File: src/design/assert_macros.svh
// Assertion helpers used by mlcc_back.
`ifndef ASSERT_MACROS_SVH
`define ASSERT_MACROS_SVH

// Same-cycle implication.
`define ASSERT_IMP(lbl, clk, rstn, ante, cons, msg) \
  lbl: assert property (@(posedge clk) disable iff (!rstn) (ante) |-> (cons)) else $error(msg);

// Next-cycle implication.
`define ASSERT_NXT(lbl, clk, rstn, ante, cons, msg) \
  lbl: assert property (@(posedge clk) disable iff (!rstn) (ante) |=> (cons)) else $error(msg);

`endif

File: src/design/mlcc_pkg.sv
// ----------------------------------------------------------------------------
// mlcc_pkg
// Shared types and constants of the mesh line C1 continuity checker.
// ----------------------------------------------------------------------------
package mlcc_pkg;

  localparam int CFG_IDX_W  = 2;
  localparam int CFG_DATA_W = 16;
  localparam int COS_W      = 16;
  localparam int RATIO_W    = 32;
  localparam int QDEPTH     = 2;

  localparam logic [CFG_IDX_W-1:0] CFG_RATIO_TOL = 2'd0;
  localparam logic [CFG_IDX_W-1:0] CFG_COS_THR   = 2'd1;
  localparam logic [CFG_IDX_W-1:0] CFG_LEN_EPS   = 2'd2;

  localparam logic [CFG_DATA_W-1:0] RATIO_TOL_RST = 16'd3277;   // 0.05
  localparam logic [CFG_DATA_W-1:0] COS_THR_RST   = 16'd64881;  // 0.99
  localparam logic [CFG_DATA_W-1:0] LEN_EPS_RST   = 16'd1;

  typedef enum logic [2:0] {
    F_IDLE,
    F_LOAD,
    F_MUL,
    F_ACC,
    F_PUSH
  } front_state_e;

  typedef enum logic [3:0] {
    B_IDLE,
    B_SQ1,
    B_SQ2,
    B_EVAL,
    B_DIV,
    B_RCHK,
    B_MUL1,
    B_MUL2,
    B_COS,
    B_END
  } back_state_e;

  typedef struct packed {
    logic [CFG_DATA_W-1:0] ratio_tol;
    logic [CFG_DATA_W-1:0] cos_thr;
    logic [CFG_DATA_W-1:0] len_eps;
  } cfg_t;

endpackage

File: src/design/mlcc_if.sv
// ----------------------------------------------------------------------------
// mlcc interfaces
// Row input, result output and register write channels.
// ----------------------------------------------------------------------------
interface mlcc_row_if #(parameter int COORD_WIDTH = 32);
  logic                          valid;
  logic                          ready;
  logic signed [COORD_WIDTH-1:0] prev_x, prev_y, prev_z;
  logic signed [COORD_WIDTH-1:0] mid_x, mid_y, mid_z;
  logic signed [COORD_WIDTH-1:0] next_x, next_y, next_z;
  logic                          last_row;
  modport source (output valid, prev_x, prev_y, prev_z, mid_x, mid_y, mid_z,
                  next_x, next_y, next_z, last_row, input ready);
  modport sink   (input valid, prev_x, prev_y, prev_z, mid_x, mid_y, mid_z,
                  next_x, next_y, next_z, last_row, output ready);
endinterface

interface mlcc_res_if;
  logic valid;
  logic ready;
  logic continuous;
  modport source (output valid, continuous, input ready);
  modport sink   (input valid, continuous, output ready);
endinterface

interface mlcc_cfg_if;
  logic                             valid;
  logic                             ready;
  logic [mlcc_pkg::CFG_IDX_W-1:0]   index;
  logic [mlcc_pkg::CFG_DATA_W-1:0]  data;
  modport source (output valid, index, data, input ready);
  modport sink   (input valid, index, data, output ready);
endinterface

File: src/design/mlcc_fifo.sv
// ----------------------------------------------------------------------------
// mlcc_fifo
// Short queue between the row front end and the check back end.
// ----------------------------------------------------------------------------
module mlcc_fifo #(
  parameter int WIDTH = 8,
  parameter int DEPTH = 2
) (
  input  logic             clk_i,
  input  logic             rst_ni,
  input  logic             push_i,
  input  logic [WIDTH-1:0] wdata_i,
  output logic             full_o,
  input  logic             pop_i,
  output logic [WIDTH-1:0] rdata_o,
  output logic             empty_o
);
  localparam int AW = (DEPTH > 1) ? $clog2(DEPTH) : 1;

  logic [WIDTH-1:0] mem_q [DEPTH];
  logic [AW-1:0]    wptr_q, rptr_q;
  logic [AW:0]      cnt_q;

  assign full_o  = (cnt_q == (AW+1)'(DEPTH));
  assign empty_o = (cnt_q == '0);
  assign rdata_o = mem_q[rptr_q];

  always_ff @(posedge clk_i) begin
    if (push_i) begin
      mem_q[wptr_q] <= wdata_i;
    end
  end

  always_ff @(posedge clk_i or negedge rst_ni) begin
    if (!rst_ni) begin
      wptr_q <= '0;
      rptr_q <= '0;
      cnt_q  <= '0;
    end else begin
      if (push_i) begin
        wptr_q <= (wptr_q == AW'(DEPTH-1)) ? '0 : wptr_q + 1'b1;
      end
      if (pop_i) begin
        rptr_q <= (rptr_q == AW'(DEPTH-1)) ? '0 : rptr_q + 1'b1;
      end
      if (push_i && !pop_i) begin
        cnt_q <= cnt_q + 1'b1;
      end else if (!push_i && pop_i) begin
        cnt_q <= cnt_q - 1'b1;
      end
    end
  end
endmodule

File: src/design/mlcc_front.sv
// ----------------------------------------------------------------------------
// mlcc_front
// Takes a row, forms both difference vectors and accumulates squared
// lengths and the signed dot product with a bit-serial multiplier.
// ----------------------------------------------------------------------------
module mlcc_front #(
  parameter int CW = 32
) (
  input  logic                   clk_i,
  input  logic                   rst_ni,
  input  logic                   row_valid_i,
  output logic                   row_ready_o,
  input  logic [8:0][CW-1:0]     coord_i,
  input  logic                   last_i,
  output logic                   push_o,
  input  logic                   full_i,
  output logic [2*CW+3:0]        s1_o,
  output logic [2*CW+3:0]        s2_o,
  output logic [2*CW+3:0]        pos_o,
  output logic [2*CW+3:0]        neg_o,
  output logic                   last_o
);
  localparam int DW  = CW + 1;
  localparam int SW  = 2*DW + 2;
  localparam int FCW = $clog2(DW);

  mlcc_pkg::front_state_e state_q, state_d;

  logic [2:0][DW-1:0] ma_q, mb_q;
  logic [2:0]         sa_q, sb_q;
  logic [1:0]         k_q, t_q;
  logic [2*DW-1:0]    mcand_q, prod_q;
  logic [DW-1:0]      mplier_q;
  logic [FCW-1:0]     cnt_q;
  logic [SW-1:0]      s1_q, s2_q, pos_q, neg_q;
  logic               last_q;

  always_comb begin
    state_d = state_q;
    case (state_q)
      mlcc_pkg::F_IDLE: if (row_valid_i) state_d = mlcc_pkg::F_LOAD;
      mlcc_pkg::F_LOAD: state_d = mlcc_pkg::F_MUL;
      mlcc_pkg::F_MUL:  if (cnt_q == '0) state_d = mlcc_pkg::F_ACC;
      mlcc_pkg::F_ACC:  state_d = (k_q == 2'd2 && t_q == 2'd2) ? mlcc_pkg::F_PUSH
                                                                : mlcc_pkg::F_LOAD;
      mlcc_pkg::F_PUSH: if (!full_i) state_d = mlcc_pkg::F_IDLE;
      default:          state_d = mlcc_pkg::F_IDLE;
    endcase
  end

  always_comb begin
    row_ready_o = (state_q == mlcc_pkg::F_IDLE);
    push_o      = (state_q == mlcc_pkg::F_PUSH) && !full_i;
  end

  assign s1_o   = s1_q;
  assign s2_o   = s2_q;
  assign pos_o  = pos_q;
  assign neg_o  = neg_q;
  assign last_o = last_q;

  always_ff @(posedge clk_i or negedge rst_ni) begin
    if (!rst_ni) begin
      state_q <= mlcc_pkg::F_IDLE;
    end else begin
      state_q <= state_d;
    end
  end

  always_ff @(posedge clk_i) begin
    logic signed [DW-1:0] da, db;
    logic [DW-1:0]        opa, opb;
    case (state_q)
      mlcc_pkg::F_IDLE: begin
        if (row_valid_i) begin
          for (int k = 0; k < 3; k++) begin
            da = DW'($signed(coord_i[k]))   - DW'($signed(coord_i[3+k]));
            db = DW'($signed(coord_i[3+k])) - DW'($signed(coord_i[6+k]));
            sa_q[k] <= da[DW-1];
            sb_q[k] <= db[DW-1];
            ma_q[k] <= da[DW-1] ? DW'(-da) : DW'(da);
            mb_q[k] <= db[DW-1] ? DW'(-db) : DW'(db);
          end
          k_q    <= '0;
          t_q    <= '0;
          s1_q   <= '0;
          s2_q   <= '0;
          pos_q  <= '0;
          neg_q  <= '0;
          last_q <= last_i;
        end
      end
      mlcc_pkg::F_LOAD: begin
        // t: 0 -> a*a, 1 -> b*b, 2 -> a*b
        opa      = (t_q == 2'd1) ? mb_q[k_q] : ma_q[k_q];
        opb      = (t_q == 2'd0) ? ma_q[k_q] : mb_q[k_q];
        mcand_q  <= (2*DW)'(opa);
        mplier_q <= opb;
        prod_q   <= '0;
        cnt_q    <= FCW'(DW-1);
      end
      mlcc_pkg::F_MUL: begin
        if (mplier_q[0]) prod_q <= prod_q + mcand_q;
        mcand_q  <= mcand_q << 1;
        mplier_q <= mplier_q >> 1;
        cnt_q    <= cnt_q - 1'b1;
      end
      mlcc_pkg::F_ACC: begin
        case (t_q)
          2'd0: s1_q <= s1_q + SW'(prod_q);
          2'd1: s2_q <= s2_q + SW'(prod_q);
          default: begin
            if (sa_q[k_q] == sb_q[k_q]) pos_q <= pos_q + SW'(prod_q);
            else                        neg_q <= neg_q + SW'(prod_q);
          end
        endcase
        if (t_q == 2'd2) begin
          t_q <= '0;
          k_q <= k_q + 1'b1;
        end else begin
          t_q <= t_q + 1'b1;
        end
      end
      default: ;
    endcase
  end
endmodule

File: src/design/mlcc_back.sv
// ----------------------------------------------------------------------------
// mlcc_back
// Square roots, ratio division and cosine test of one row, the per-line
// state and the result register.
// ----------------------------------------------------------------------------
`include "assert_macros.svh"

module mlcc_back #(
  parameter int CW   = 32,
  parameter int FRAC = 16
) (
  input  logic                 clk_i,
  input  logic                 rst_ni,
  input  mlcc_pkg::cfg_t       cfg_i,
  input  logic                 empty_i,
  output logic                 pop_o,
  input  logic [2*CW+3:0]      s1_i,
  input  logic [2*CW+3:0]      s2_i,
  input  logic [2*CW+3:0]      pos_i,
  input  logic [2*CW+3:0]      neg_i,
  input  logic                 last_i,
  output logic                 res_valid_o,
  input  logic                 res_ready_i,
  output logic                 res_cont_o
);
  localparam int RW   = CW + 2;                 // root width
  localparam int SW   = 2*RW;
  localparam int QW   = RW + FRAC;
  localparam int QX   = (QW > mlcc_pkg::RATIO_W) ? QW : mlcc_pkg::RATIO_W + 1;
  localparam int PW   = SW + mlcc_pkg::COS_W;
  localparam int CNTW = $clog2(QW);
  localparam int RTW  = mlcc_pkg::RATIO_W;

  mlcc_pkg::back_state_e state_q, state_d;

  logic [SW-1:0]   s2_q, pos_q, neg_q, rad_q;
  logic            last_q;
  logic [RW+1:0]   rem_q;
  logic [RW-1:0]   root_q, l1_q, l2_q, mplier_q;
  logic [QW-1:0]   num_q;
  logic [PW-1:0]   acc_q, mcand_q;
  logic [CNTW-1:0] cnt_q;
  logic [RTW-1:0]  t_q, ref_q;
  logic            unset_q, failed_q;
  logic            out_valid_q, out_cont_q;

  logic            pop, out_load, cnt_done;
  logic            l1z, l2z, degen, set_ref, t_inf, match;
  logic [RTW-1:0]  t_val, diff;
  logic [RW+2:0]   sq_rem, sq_trial;
  logic            sq_ge;
  logic [RW:0]     dv_rem;
  logic            dv_ge;
  logic [QX-1:0]   qx;
  logic [SW-1:0]   dot;
  logic            cos_fail;

  assign cnt_done = (cnt_q == '0);
  assign l1z      = (l1_q == '0);
  assign l2z      = (l2_q == '0);
  assign degen    = (l1_q < RW'(cfg_i.len_eps)) && (l2_q < RW'(cfg_i.len_eps));
  assign set_ref  = unset_q && !l1z && !l2z;

  // one root digit per cycle
  assign sq_rem   = {rem_q[RW:0], rad_q[SW-1 -: 2]};
  assign sq_trial = (RW+3)'({root_q, 2'b01});
  assign sq_ge    = (sq_rem >= sq_trial);

  // one quotient bit per cycle, quotient shifts into num_q
  assign dv_rem = {rem_q[RW-1:0], num_q[QW-1]};
  assign dv_ge  = (dv_rem >= (RW+1)'(l2_q));
  // full quotient as it stands after the current step
  assign qx     = QX'({num_q[QW-2:0], dv_ge});

  // row ratio against the reference; a zero second length is infinite unless the first is zero with a reference set
  always_comb begin
    t_val = t_q;
    t_inf = 1'b0;
    if (l2z) begin
      t_inf = l1z ? unset_q : 1'b1;
      t_val = ref_q;
    end
    diff  = (t_val > ref_q) ? t_val - ref_q : ref_q - t_val;
    match = (t_inf || unset_q) ? (t_inf && unset_q)
                               : (diff < RTW'(cfg_i.ratio_tol));
  end

  assign dot      = pos_q - neg_q;
  assign cos_fail = (pos_q < neg_q) || ({dot, 16'b0} < acc_q);

  always_comb begin
    state_d = state_q;
    case (state_q)
      mlcc_pkg::B_IDLE: if (!empty_i) state_d = failed_q ? mlcc_pkg::B_END
                                                         : mlcc_pkg::B_SQ1;
      mlcc_pkg::B_SQ1:  if (cnt_done) state_d = mlcc_pkg::B_SQ2;
      mlcc_pkg::B_SQ2:  if (cnt_done) state_d = mlcc_pkg::B_EVAL;
      mlcc_pkg::B_EVAL: begin
        if (degen)     state_d = mlcc_pkg::B_END;
        else if (l2z)  state_d = mlcc_pkg::B_RCHK;
        else           state_d = mlcc_pkg::B_DIV;
      end
      mlcc_pkg::B_DIV:  if (cnt_done) state_d = mlcc_pkg::B_RCHK;
      mlcc_pkg::B_RCHK: begin
        if (!set_ref && !match) state_d = mlcc_pkg::B_END;
        else if (!l1z && !l2z)  state_d = mlcc_pkg::B_MUL1;
        else                    state_d = mlcc_pkg::B_END;
      end
      mlcc_pkg::B_MUL1: if (cnt_done) state_d = mlcc_pkg::B_MUL2;
      mlcc_pkg::B_MUL2: if (cnt_done) state_d = mlcc_pkg::B_COS;
      mlcc_pkg::B_COS:  state_d = mlcc_pkg::B_END;
      mlcc_pkg::B_END:  if (!last_q || !out_valid_q || res_ready_i) state_d = mlcc_pkg::B_IDLE;
      default:          state_d = mlcc_pkg::B_IDLE;
    endcase
  end

  always_comb begin
    pop      = (state_q == mlcc_pkg::B_IDLE) && !empty_i;
    out_load = (state_q == mlcc_pkg::B_END) && last_q && (!out_valid_q || res_ready_i);
  end

  assign pop_o       = pop;
  assign res_valid_o = out_valid_q;
  assign res_cont_o  = out_cont_q;

  always_ff @(posedge clk_i or negedge rst_ni) begin
    if (!rst_ni) begin
      state_q     <= mlcc_pkg::B_IDLE;
      ref_q       <= '0;
      unset_q     <= 1'b1;
      failed_q    <= 1'b0;
      out_valid_q <= 1'b0;
      out_cont_q  <= 1'b0;
    end else begin
      state_q <= state_d;
      if (state_q == mlcc_pkg::B_RCHK) begin
        if (set_ref) begin
          ref_q   <= t_q;
          unset_q <= 1'b0;
        end else if (!match) begin
          failed_q <= 1'b1;
        end
      end
      if (state_q == mlcc_pkg::B_COS && cos_fail) failed_q <= 1'b1;
      if (out_load) begin
        out_valid_q <= 1'b1;
        out_cont_q  <= !failed_q;
        ref_q       <= '0;
        unset_q     <= 1'b1;
        failed_q    <= 1'b0;
      end else if (res_ready_i) begin
        out_valid_q <= 1'b0;
      end
    end
  end

  always_ff @(posedge clk_i) begin
    case (state_q)
      mlcc_pkg::B_IDLE: begin
        if (pop) begin
          rad_q  <= s1_i;
          s2_q   <= s2_i;
          pos_q  <= pos_i;
          neg_q  <= neg_i;
          last_q <= last_i;
          rem_q  <= '0;
          root_q <= '0;
          cnt_q  <= CNTW'(RW-1);
        end
      end
      mlcc_pkg::B_SQ1, mlcc_pkg::B_SQ2: begin
        if (cnt_done && state_q == mlcc_pkg::B_SQ1) begin
          l1_q   <= {root_q[RW-2:0], sq_ge};
          rad_q  <= s2_q;
          rem_q  <= '0;
          root_q <= '0;
          cnt_q  <= CNTW'(RW-1);
        end else begin
          if (sq_ge) begin
            rem_q  <= (RW+2)'(sq_rem - sq_trial);
            root_q <= {root_q[RW-2:0], 1'b1};
          end else begin
            rem_q  <= (RW+2)'(sq_rem);
            root_q <= {root_q[RW-2:0], 1'b0};
          end
          rad_q <= rad_q << 2;
          cnt_q <= cnt_q - 1'b1;
          if (cnt_done) l2_q <= {root_q[RW-2:0], sq_ge};
        end
      end
      mlcc_pkg::B_EVAL: begin
        num_q <= QW'(l1_q) << FRAC;
        rem_q <= '0;
        cnt_q <= CNTW'(QW-1);
      end
      mlcc_pkg::B_DIV: begin
        if (dv_ge) begin
          rem_q <= (RW+2)'(dv_rem - (RW+1)'(l2_q));
          num_q <= {num_q[QW-2:0], 1'b1};
        end else begin
          rem_q <= (RW+2)'(dv_rem);
          num_q <= {num_q[QW-2:0], 1'b0};
        end
        cnt_q <= cnt_q - 1'b1;
        // ratio saturates above 32 bits
        if (cnt_done) t_q <= (|qx[QX-1:RTW]) ? {RTW{1'b1}} : qx[RTW-1:0];
      end
      mlcc_pkg::B_RCHK: begin
        mcand_q  <= PW'(l1_q);
        mplier_q <= l2_q;
        acc_q    <= '0;
        cnt_q    <= CNTW'(RW-1);
      end
      mlcc_pkg::B_MUL1, mlcc_pkg::B_MUL2: begin
        if (cnt_done && state_q == mlcc_pkg::B_MUL1) begin
          mcand_q  <= mplier_q[0] ? acc_q + mcand_q : acc_q;
          mplier_q <= RW'(cfg_i.cos_thr);
          acc_q    <= '0;
          cnt_q    <= CNTW'(mlcc_pkg::COS_W-1);
        end else begin
          if (mplier_q[0]) acc_q <= acc_q + mcand_q;
          mcand_q  <= mcand_q << 1;
          mplier_q <= mplier_q >> 1;
          cnt_q    <= cnt_q - 1'b1;
        end
      end
      default: ;
    endcase
  end

  `ASSERT_IMP(a_unset_ref_zero, clk_i, rst_ni, unset_q, ref_q == '0,
              "reference ratio set while unset")
  `ASSERT_IMP(a_load_on_last, clk_i, rst_ni, out_load, last_q && state_q == mlcc_pkg::B_END,
              "result loaded outside an end row")
  `ASSERT_NXT(a_failed_skips, clk_i, rst_ni, pop && failed_q, state_q == mlcc_pkg::B_END,
              "row after failure was processed")
endmodule

File: src/design/mesh_line_c1_continuity_check_core.sv
// ----------------------------------------------------------------------------
// mesh_line_c1_continuity_check_core
// C1 continuity check of a control mesh across one mesh line.
// ----------------------------------------------------------------------------
//  channel    dir  handshake      payload
//  rows_i     in   valid/ready    prev/mid/next x,y,z, last_row
//  result_o   out  valid/ready    continuous (only on last_row)
//  cfg_i      in   valid/ready    index, data (always ready)
//
//  The front end takes one row at a time and works it through its bit-serial
//  multiplier before it accepts the next; this sets the row rate. The back end
//  (roots, ratio division, cosine products, one bit per cycle) overlaps it
//  through a two-entry queue.
//  Reset is asynchronous; control and configuration registers return to their defaults.
//  A stalled result only holds the back end on a last row.
// ----------------------------------------------------------------------------
module mesh_line_c1_continuity_check_core #(
  parameter int COORD_WIDTH = 32,
  parameter int FRAC_BITS   = 16
) (
  input  logic        clk_i,
  input  logic        rst_ni,
  mlcc_cfg_if.sink    cfg_i,
  mlcc_row_if.sink    rows_i,
  mlcc_res_if.source  result_o
);
  localparam int CW = COORD_WIDTH;
  localparam int SW = 2*CW + 4;
  localparam int QE = 4*SW + 1;

  mlcc_pkg::cfg_t cfg_q;

  assign cfg_i.ready = 1'b1;

  always_ff @(posedge clk_i or negedge rst_ni) begin
    if (!rst_ni) begin
      cfg_q.ratio_tol <= mlcc_pkg::RATIO_TOL_RST;
      cfg_q.cos_thr   <= mlcc_pkg::COS_THR_RST;
      cfg_q.len_eps   <= mlcc_pkg::LEN_EPS_RST;
    end else if (cfg_i.valid) begin
      case (cfg_i.index)
        mlcc_pkg::CFG_RATIO_TOL: cfg_q.ratio_tol <= cfg_i.data;
        mlcc_pkg::CFG_COS_THR:   cfg_q.cos_thr   <= cfg_i.data;
        mlcc_pkg::CFG_LEN_EPS:   cfg_q.len_eps   <= cfg_i.data;
        default: ;
      endcase
    end
  end

  logic [8:0][CW-1:0] coords;
  assign coords = {rows_i.next_z, rows_i.next_y, rows_i.next_x,
                   rows_i.mid_z, rows_i.mid_y, rows_i.mid_x,
                   rows_i.prev_z, rows_i.prev_y, rows_i.prev_x};

  logic          push, full, pop, empty, f_last;
  logic [SW-1:0] f_s1, f_s2, f_pos, f_neg;
  logic [QE-1:0] q_rd;

  mlcc_front #(.CW(CW)) u_front (
    .clk_i       (clk_i),
    .rst_ni      (rst_ni),
    .row_valid_i (rows_i.valid),
    .row_ready_o (rows_i.ready),
    .coord_i     (coords),
    .last_i      (rows_i.last_row),
    .push_o      (push),
    .full_i      (full),
    .s1_o        (f_s1),
    .s2_o        (f_s2),
    .pos_o       (f_pos),
    .neg_o       (f_neg),
    .last_o      (f_last)
  );

  mlcc_fifo #(.WIDTH(QE), .DEPTH(mlcc_pkg::QDEPTH)) u_fifo (
    .clk_i   (clk_i),
    .rst_ni  (rst_ni),
    .push_i  (push),
    .wdata_i ({f_s1, f_s2, f_pos, f_neg, f_last}),
    .full_o  (full),
    .pop_i   (pop),
    .rdata_o (q_rd),
    .empty_o (empty)
  );

  mlcc_back #(.CW(CW), .FRAC(FRAC_BITS)) u_back (
    .clk_i       (clk_i),
    .rst_ni      (rst_ni),
    .cfg_i       (cfg_q),
    .empty_i     (empty),
    .pop_o       (pop),
    .s1_i        (q_rd[QE-1 -: SW]),
    .s2_i        (q_rd[QE-1-SW -: SW]),
    .pos_i       (q_rd[QE-1-2*SW -: SW]),
    .neg_i       (q_rd[QE-1-3*SW -: SW]),
    .last_i      (q_rd[0]),
    .res_valid_o (result_o.valid),
    .res_ready_i (result_o.ready),
    .res_cont_o  (result_o.continuous)
  );
endmodule

File: src/flat_wrapper.sv
// flat-port wrapper written by rule: the top's interface ports become plain ports
module mesh_line_c1_continuity_check_core_flat 
#(
  parameter int COORD_WIDTH = 32,
  parameter int FRAC_BITS   = 16
)
  (clk_i, rst_ni, cfg_i_valid, cfg_i_index, cfg_i_data, cfg_i_ready, rows_i_valid, rows_i_prev_x, rows_i_prev_y, rows_i_prev_z, rows_i_mid_x, rows_i_mid_y, rows_i_mid_z, rows_i_next_x, rows_i_next_y, rows_i_next_z, rows_i_last_row, rows_i_ready, result_o_valid, result_o_continuous, result_o_ready);
  mlcc_cfg_if cfg_i_i ();
  mlcc_row_if #(.COORD_WIDTH(COORD_WIDTH)) rows_i_i ();
  mlcc_res_if result_o_i ();
  input  logic clk_i;
  input  logic rst_ni;
  input wire logic [$bits(cfg_i_i.valid)-1:0] cfg_i_valid;
  input wire logic [$bits(cfg_i_i.index)-1:0] cfg_i_index;
  input wire logic [$bits(cfg_i_i.data)-1:0] cfg_i_data;
  output wire logic [$bits(cfg_i_i.ready)-1:0] cfg_i_ready;
  input wire logic [$bits(rows_i_i.valid)-1:0] rows_i_valid;
  input wire logic [$bits(rows_i_i.prev_x)-1:0] rows_i_prev_x;
  input wire logic [$bits(rows_i_i.prev_y)-1:0] rows_i_prev_y;
  input wire logic [$bits(rows_i_i.prev_z)-1:0] rows_i_prev_z;
  input wire logic [$bits(rows_i_i.mid_x)-1:0] rows_i_mid_x;
  input wire logic [$bits(rows_i_i.mid_y)-1:0] rows_i_mid_y;
  input wire logic [$bits(rows_i_i.mid_z)-1:0] rows_i_mid_z;
  input wire logic [$bits(rows_i_i.next_x)-1:0] rows_i_next_x;
  input wire logic [$bits(rows_i_i.next_y)-1:0] rows_i_next_y;
  input wire logic [$bits(rows_i_i.next_z)-1:0] rows_i_next_z;
  input wire logic [$bits(rows_i_i.last_row)-1:0] rows_i_last_row;
  output wire logic [$bits(rows_i_i.ready)-1:0] rows_i_ready;
  output wire logic [$bits(result_o_i.valid)-1:0] result_o_valid;
  output wire logic [$bits(result_o_i.continuous)-1:0] result_o_continuous;
  input wire logic [$bits(result_o_i.ready)-1:0] result_o_ready;
  assign cfg_i_i.valid = cfg_i_valid;
  assign cfg_i_i.index = cfg_i_index;
  assign cfg_i_i.data = cfg_i_data;
  assign cfg_i_ready = cfg_i_i.ready;
  assign rows_i_i.valid = rows_i_valid;
  assign rows_i_i.prev_x = rows_i_prev_x;
  assign rows_i_i.prev_y = rows_i_prev_y;
  assign rows_i_i.prev_z = rows_i_prev_z;
  assign rows_i_i.mid_x = rows_i_mid_x;
  assign rows_i_i.mid_y = rows_i_mid_y;
  assign rows_i_i.mid_z = rows_i_mid_z;
  assign rows_i_i.next_x = rows_i_next_x;
  assign rows_i_i.next_y = rows_i_next_y;
  assign rows_i_i.next_z = rows_i_next_z;
  assign rows_i_i.last_row = rows_i_last_row;
  assign rows_i_ready = rows_i_i.ready;
  assign result_o_valid = result_o_i.valid;
  assign result_o_continuous = result_o_i.continuous;
  assign result_o_i.ready = result_o_ready;
  mesh_line_c1_continuity_check_core #(.COORD_WIDTH(COORD_WIDTH), .FRAC_BITS(FRAC_BITS)) u_core (.clk_i(clk_i), .rst_ni(rst_ni), .cfg_i(cfg_i_i), .rows_i(rows_i_i), .result_o(result_o_i));
endmodule
File: config.mk
export PLATFORM = sky130hd
export DESIGN_NAME = mesh_line_c1_continuity_check_core_flat
export DESIGN_NICKNAME = d
export VERILOG_FILES = /design/src/design/mlcc_pkg.sv /design/src/design/mlcc_if.sv /design/src/design/mlcc_fifo.sv /design/src/design/mlcc_front.sv /design/src/design/mlcc_back.sv /design/src/design/mesh_line_c1_continuity_check_core.sv /design/src/flat_wrapper.sv
export VERILOG_INCLUDE_DIRS = /design/src /design/src/design
export SDC_FILE = /design/constraint.sdc
export NUM_CORES = 2
export LEC_CHECK = 0
export BUFFER_PORTS_ARGS = -buffer_cell sky130_fd_sc_hd__buf_4
export CAP_MARGIN = 20
export CORE_ASPECT_RATIO = 2
export CORE_MARGIN = 2
export CORE_UTILIZATION = 45
export CTS_CLUSTER_DIAMETER = 40
export DETAILED_ROUTE_END_ITERATION = 12
export PLACE_DENSITY = 0.72
export REMOVE_ABC_BUFFERS = 1
export SYNTH_ARGS = -nofsm -noshare
export SYNTH_HDL_FRONTEND = slang
export SYNTH_SLANG_ARGS = --single-unit
export TNS_END_PERCENT = 20
File: constraint.sdc
create_clock -name clk_i -period 18 [get_ports clk_i]
set_input_delay 0.9 -clock clk_i [delete_from_list [all_inputs] [get_ports clk_i]]
set_output_delay 0.9 -clock clk_i [all_outputs]
set_load 0.02 [all_outputs]
Word level (Yosys, flattened, before mapping)
Memory sizes are Yosys's and may differ from the RTL's.
Cells that the tools add are included.
{"block": "word_totals", "register_bits": 1447, "latch_bits": 0, "ramBits": 546, "mem_bits_ro": 0, "in_bits": 312, "word_cells": 318, "memories": 1}
{"memory": "u_core.u_fifo.mem_q", "depth": 2, "word_bits": 273, "read_ports": 1, "rd_ports_with_merged_regs": 0, "wr": 1, "line_no": "mlcc_fifo.sv:20", "rtl": "logic [WIDTH-1:0] mem_q [DEPTH];"}
{"block": "op_classes", "add_sub_neg": 31, "multipliers": 0, "n_div": 0, "magnitude_cmp": 9, "n_eq_ne": 40, "n_shift": 0, "n_mux": 104, "bitwise": 1, "reduce_logical": 79}
{"cell": "$pmux 68 s2", "n": 5}
{"cell": "$mux 68", "n": 9}
{"cell": "$mux 32", "n": 11}
{"cell": "$pmux 84 s2", "n": 2}
{"cell": "$add 68x66->68", "n": 4}
{"cell": "$pmux 66 s2", "n": 2}
{"cell": "$mux 84", "n": 3}
{"cell": "$neg 33->33", "n": 6}
{"cell": "$sub 32x32->33", "n": 6}
{"cell": "$mux 33", "n": 5}
{"cell": "$mux 35", "n": 4}
{"cell": "$pmux 35 s4", "n": 1}
{"cell": "$pmux 34 s2", "n": 2}
{"cell": "$bmux 33 s2", "n": 2}
{"cell": "$pmux 50 s2", "n": 1}
{"cell": "$add 84x84->84", "n": 1}
{"cell": "$lt 84x84->1", "n": 1}
{"cell": "$logic_not 34->1", "n": 2}
{"cell": "$lt 34x16->1", "n": 2}
{"cell": "$lt 68x68->1", "n": 1}
{"cell": "$mux 34", "n": 2}
{"cell": "$sub 68x68->68", "n": 1}
{"cell": "$add 66x66->66", "n": 1}
{"cell": "$mux 66", "n": 1}
{"cell": "55 further kinds", "n": 189}

Longest topological paths before layout
{"block": "logic_depth", "word_depth": 11, "mapped_depth": 31, "ltp_nobuf": 29}

Modules after synthesis
From an unflattened synthesis, not the netlist that was laid out.
{"block": "hier_totals", "cells_unflattened": 12682, "area_unflattened_um2": 129459.2}
{"module": "mlcc_front", "n_inst": 1, "cells_per_inst": 6837, "area_per_inst_um2": 59459.5, "seq_area_each_um2": 19653.8}
{"module": "mlcc_back", "n_inst": 1, "cells_per_inst": 4876, "area_per_inst_um2": 48161.2, "seq_area_each_um2": 22022.4}
{"module": "mlcc_fifo", "n_inst": 1, "cells_per_inst": 865, "area_per_inst_um2": 19987.9, "seq_area_each_um2": 16495.8}
{"module": "mesh_line_c1_continuity_check_core", "n_inst": 1, "cells_per_inst": 104, "area_per_inst_um2": 1850.5, "seq_area_each_um2": 1224.9}

Worst setup path after synthesis
Ideal clock, no wire load.
{"block": "synth_timing", "path_kind": "register to register", "startpoint": "register u_core.u_front.state_q[2]", "endpoint": "memory u_core.u_fifo.mem_q[0][0] (netlist bit), enable pin", "t_arrival_ns": 12.130, "required_ns": 17.086, "setup_slack_ns": 4.956, "path_stages_with_launch": 4, "path_buffers": 1, "period_less_slack_ns": 13.044, "cell_sequence": "dfrtp_1 -> clkbuf_1 -> nand3_1 -> nor2_1"}
{"block": "synth_between", "elab_chain_len": 4}
{"element": "from (decl)", "line_no": "mlcc_front.sv:27", "rtl": "mlcc_pkg::front_state_e state_q, state_d;"}
{"element": "from (signal assigned)", "line_no": "mlcc_front.sv:64", "rtl": "state_q <= mlcc_pkg::F_IDLE;"}
{"element": "from (signal assigned)", "line_no": "mlcc_front.sv:66", "rtl": "state_q <= state_d;"}
{"element": "$eq 3x3->1", "line_no": "mlcc_front.sv:53", "rtl": "push_o = (state_q == mlcc_pkg::F_PUSH) && !full_i;"}
{"element": "$logic_and 1x1->1", "line_no": "mlcc_front.sv:53"}
{"element": "$mux 1", "line_no": "mlcc_fifo.sv:29", "rtl": "if (push_i) begin"}
{"element": "$mux 1 (implied by the code)", "line_no": "mlcc_fifo.sv:30", "rtl": "mem_q[wptr_q] <= wdata_i;"}
{"element": "to (decl)", "line_no": "mlcc_fifo.sv:20"}
No other way between the ends.

Worst setup path in the final report
{"block": "layout_timing", "startpoint": "register u_core.u_back.l2_q[15]", "endpoint": "register u_core.u_back.state_q[2]"}
{"block": "layout_between", "elab_chain_len": 10, "word_cells_on_any_way": 23, "cone_classes": "add/sub (2); order compare (3); mux (8); reduce/logical (10)"}
{"element": "from (decl)", "line_no": "mlcc_back.sv:39", "rtl": "logic [RW-1:0] root_q, l1_q, l2_q, mplier_q;"}
{"element": "from (signal assigned)", "line_no": "mlcc_back.sv:188", "rtl": "if (cnt_done) l2_q <= {root_q[RW-2:0], sq_ge};"}
{"element": "$logic_not 34->1", "line_no": "mlcc_back.sv:60", "rtl": "assign l2z = (l2_q == '0);"}
{"element": "$mux 32", "line_no": "mlcc_back.sv:79", "rtl": "if (l2z) begin"}
{"element": "$sub 32x32->32 / $gt 32x32->1 (equally long branches)", "line_no": "mlcc_back.sv:83", "rtl": "diff = (t_val > ref_q) ? t_val - ref_q : ref_q - t_val;"}
{"element": "$mux 32", "line_no": "mlcc_back.sv:83"}
{"element": "$lt 32x16->1", "line_no": "mlcc_back.sv:85", "rtl": ": (diff < RTW'(cfg_i.ratio_tol));"}
{"element": "$mux 1", "line_no": "mlcc_back.sv:84", "rtl": "match = (t_inf || unset_q) ? (t_inf && unset_q)"}
{"element": "$logic_not 1->1"}
{"element": "$logic_and 1x1->1", "line_no": "mlcc_back.sv:105", "rtl": "if (!set_ref && !match) state_d = mlcc_pkg::B_END;"}
{"element": "$mux 4", "line_no": "mlcc_back.sv:105"}
{"element": "$pmux 4 s10 *", "line_no": "mlcc_back.sv:93", "rtl": "case (state_q)"}
{"element": "to (signal assigned)", "line_no": "mlcc_back.sv:128", "rtl": "state_q <= mlcc_pkg::B_IDLE;"}
{"element": "to (signal assigned)", "line_no": "mlcc_back.sv:135", "rtl": "state_q <= state_d;"}
{"element": "to (decl)", "line_no": "mlcc_back.sv:34", "rtl": "mlcc_pkg::back_state_e state_q, state_d;"}
Mark *: on every way between the ends. The rest lies on a longest branch, timed or not.
A chain may end at the register's enable or synchronous reset.

==> results by group <==
Run status
  • Status: complete, no violations

Synthesis
  • Number of enable flip-flop cells after synthesis: between 1500 and 2000
  • Main synth FF type: edfxtp_1
  • Synth top cells by count: edfxtp_1, nor2_1, a21oi_1
  • Count leader, synth: edfxtp_1
  • Synth cell types: 105
  • Cells after Synth: 12400
  • Ys Warns: 0
  • Syn Area/Cell: approximately 10 um^2
  • Seq/Total Area, Yosys: around 47%
  • Largest cells by area after synthesis: edfxtp_1, ha_1, a21oi_1
  • Top cell type's share of synthesized area: between 40% and 50%
  • Ys async rst share: approximately 4.8%
  • Post-synth top area cell: edfxtp_1
  • Syn Std Cell Area: ~130000 um^2
  • #FFs+latches synth: ~2000

Clocking
  • Hold-fix buffers at CTS: 0
  • Post-cts resize count: 0
  • Clock latency on the worst-skew pair: between 0.9 and 1 ns
  • Sink Count: around 2000
  • Post-CTS Setup Bufs: 0
  • TritonCTS clock tree: done
  • Root Driver: clkbuf_16
  • Clock Tree Buf Depth: 4
  • Reg clk slew, reported paths: approximately 0.06 ns
  • CTS buffer count: just under 200
  • CTS H-tree lvls: 4

Pwr
  • Maximum vdd drop: about 77 uV
  • PD cells: 73.2 nW/um^2
  • P_leak: 55.9 nW

STA
  • Final hold violations: 0
  • Slew margin rel.: 16.6%
  • Min cycle time layout: between 8 and 9 ns
  • Final setup violation count: 0
  • Fmax: ~120 MHz
  • Max Slew Vio Count: 0
  • Clock skew: 0.0830 ns
  • Setup TNS: 0 ns
  • RSZ-0062 raised after global routing: no
  • Ratio of final minimum period to clock period: 46.8%
  • Slew @ Worst Pin: 1.24 ns

Setup path
  • CP startpoint kind: flip-flop
  • Setup slack, reg-to-reg: between 9 and 10 ns
  • CP arrival: a little over 9 ns
  • CP required: around 19 ns
  • R2R depth: 24
  • CP Max Fanout: 37
  • CP Capture Type: flip-flop
  • Kind of critical path: reg -> reg

Detailed routing
  • DRT Pass-1 Iters: 6
  • Post-route DRC: 0
  • Highest metal used: met4
  • Routed length on met3: between 10 and 15 mm
  • Iter 0 DRT Violations: about 5600
  • WL per Instance: roughly 23 um
  • Via/cell ratio: about 5.9
  • Metal-1 WL: about 120 mm
  • DRT Wirelength: 386 mm
  • Post-route ant nets: 0
  • Via Count: just under 100k
  • WL met2: 207 mm

Die
  • Site Rows: ~280
  • Initial Util: 45.2%
  • Die ar.: 288000 um^2
  • Die X: between 300 and 400 um
  • Top Ports: 316
  • CORE AREA: about 280000 um^2
  • Die Span Y: 757 um

Global routing
  • Largest net degree at the start of global routing: around 120
  • Grt ovf: 0
  • Initial antenna violation count: 28
  • First-pass GRT wire length: 577 mm
  • GRT Resource Usage Total: a little over a quarter
  • Vias in the first global route: 100000

Placed design
  • IO buf count: 314
  • GP Congestion: about 1.1
  • Final HPWL from detailed placement: ~300 mm
  • Placed insts: between 15000 and 20000

Final layout
  • Share of post-route cells with drive strength above 1: around a tenth
  • Final Util: 49.9%
  • Reg area: slightly below 60000 um^2
  • Final-layout fill cell count: 25500
  • Nets: ~14000
  • Final non-filler cell total: 16500
  • Layout area overhead: 10.4%
  • Area of the multi-input gates: 63700 um^2

Worst hold path
  • Hold Crit Class: in -> async

Flow run
  • Max Cap Viol: 0
==> worst max-delay path, cell delays in order (launching register included) <==
cell and delay, ns:
edfxtp_1 0.53, nor4_1 0.37, nand4_1 0.34, nor2_4 0.16
buf_4 0.54, mux2_2 0.42, ha_1 0.57, nand4_1 0.19
nor2_1 0.43, o311ai_0 0.34, o211ai_1 0.28, o21a_1 0.32
buf_4 0.39, o31ai_1 0.16, xnor2_1 0.16, ha_1 0.30
o211ai_1 0.10, a21boi_0 0.17, o31ai_1 0.26, a31oi_1 0.14
a2111o_1 0.42, nor4_1 0.33, nand4_1 0.56, o31ai_1 0.54
a211o_1 0.17
==> cell usage in the layout, fill, tap and decap left out, types with 330 or more instances in the layout <==
| master | n |
|---|---|
| a21oi_1 | 1012 |
| xnor2_1 | 519 |
| xor2_1 | 347 |
| mux2i_1 | 330 |
| edfxtp_1 | 1898 |
| o21ai_0 | 736 |
| nor2_1 | 1048 |
| a21o_1 | 504 |
| nand2_1 | 952 |
| ha_1 | 931 |
| mux2_2 | 348 |
| inv_1 | 745 |
| buf_4 | 441 |
==> logic make-up (layout without fill, tap and decap cells) <==
group / after synthesis / after routing / synth area share, %
buffers and inverters: 1234 / 1553 / 3.64
other: 1 / 33 / 0.00294
and+or+nand+nor: 3299 / 3299 / 12.1
DFF: 1993 / 1993 / 46.6
muxes: 678 / 678 / 5.66
AOI/OAI and AO/OA: 3370 / 3370 / 16.7
adders and majority gates: 949 / 949 / 9.41
xor gates and xnor gates: 867 / 867 / 5.96
==> area by class of cell <==
cell class	count	share of cell area [%]
inverters	752	2.02
flip-flops and latches	1993	42.2
well taps	3753	3.34
clock inverters	140	1.10
clock buffers	214	3.61
diodes	32	0.0569
repair buffers	447	2.43
multi-input cells	9164	45.3
==> registers in the layout, summed over array words and instances, names as in the netlist, 35 cells and up <==
name                    cells
u_core.u_back.num_q        50
u_core.u_back.pos_q        68
u_core.u_front.s1_o        68
u_core.u_back.acc_q        84
u_core.u_front.mb_q        99
u_core.u_back.rad_q        68
u_core.u_front.s2_o        68
u_core.u_back.s2_q         68
u_core.u_front.prod_q      66
u_core.u_front.pos_o       68
u_core.u_front.ma_q        99
u_core.u_front.mcand_q     66
u_core.u_back.mcand_q      84
u_core.u_front.neg_o       68
u_core.u_fifo.mem_q       546
u_core.u_back.rem_q        35
u_core.cfg_q               48
u_core.u_back.neg_q        68
==> final timing paths <==
kind / start / to
worst min-delay path: rst_ni / u_core.u_back.ref_q[9]
worst max register to register: u_core.u_back.l2_q[15] / u_core.u_back.state_q[2]
worst max-delay path: u_core.u_back.l2_q[15] / u_core.u_back.state_q[2]
min in group clk_i: rows_i_last_row / u_core.u_front.last_o
max in group asynchronous: rst_ni / u_core.u_fifo.rptr_q
worst min register to register: u_core.u_back.root_q[3] / u_core.u_back.l1_q[4]
==> report_power, final <==
group	switching, W	leakage [nW]	internal [W]
registers	0.00000978	17.2	0.00507
logic	0.000571	35.5	0.000375
clock network	0.00193	3.19	0.00236
total	0.00251	55.9	0.00780
==> through the flow <==
step | power, W | instance area [um^2] | hold WS [ns] | worst slack, ns
after global routing | 0.0106 | 141000 | 0.0447 | 9.14
final | 0.0103 | 141000 | 0.0305 | 9.58
after floorplan | 0.00579 | 126000 | 0.421 | 4.99
after detailed placement | 0.00611 | 134000 | 0.452 | 9.68
after global placement | 0.00610 | 134000 | 0.426 | 9.69
after CTS | 0.0104 | 141000 | 0.00218 | 9.61
==> metal layers <==
layer / global-route usage [%] / vias to the layer above
met5: 0 / -
met4: 26.1 / 0
met3: 3.23 / 1533
met2: 50.7 / 2995
met1: 22.0 / 46300
li1: - / 45900
No activity file was read; power rests on OpenSTA's default activity.
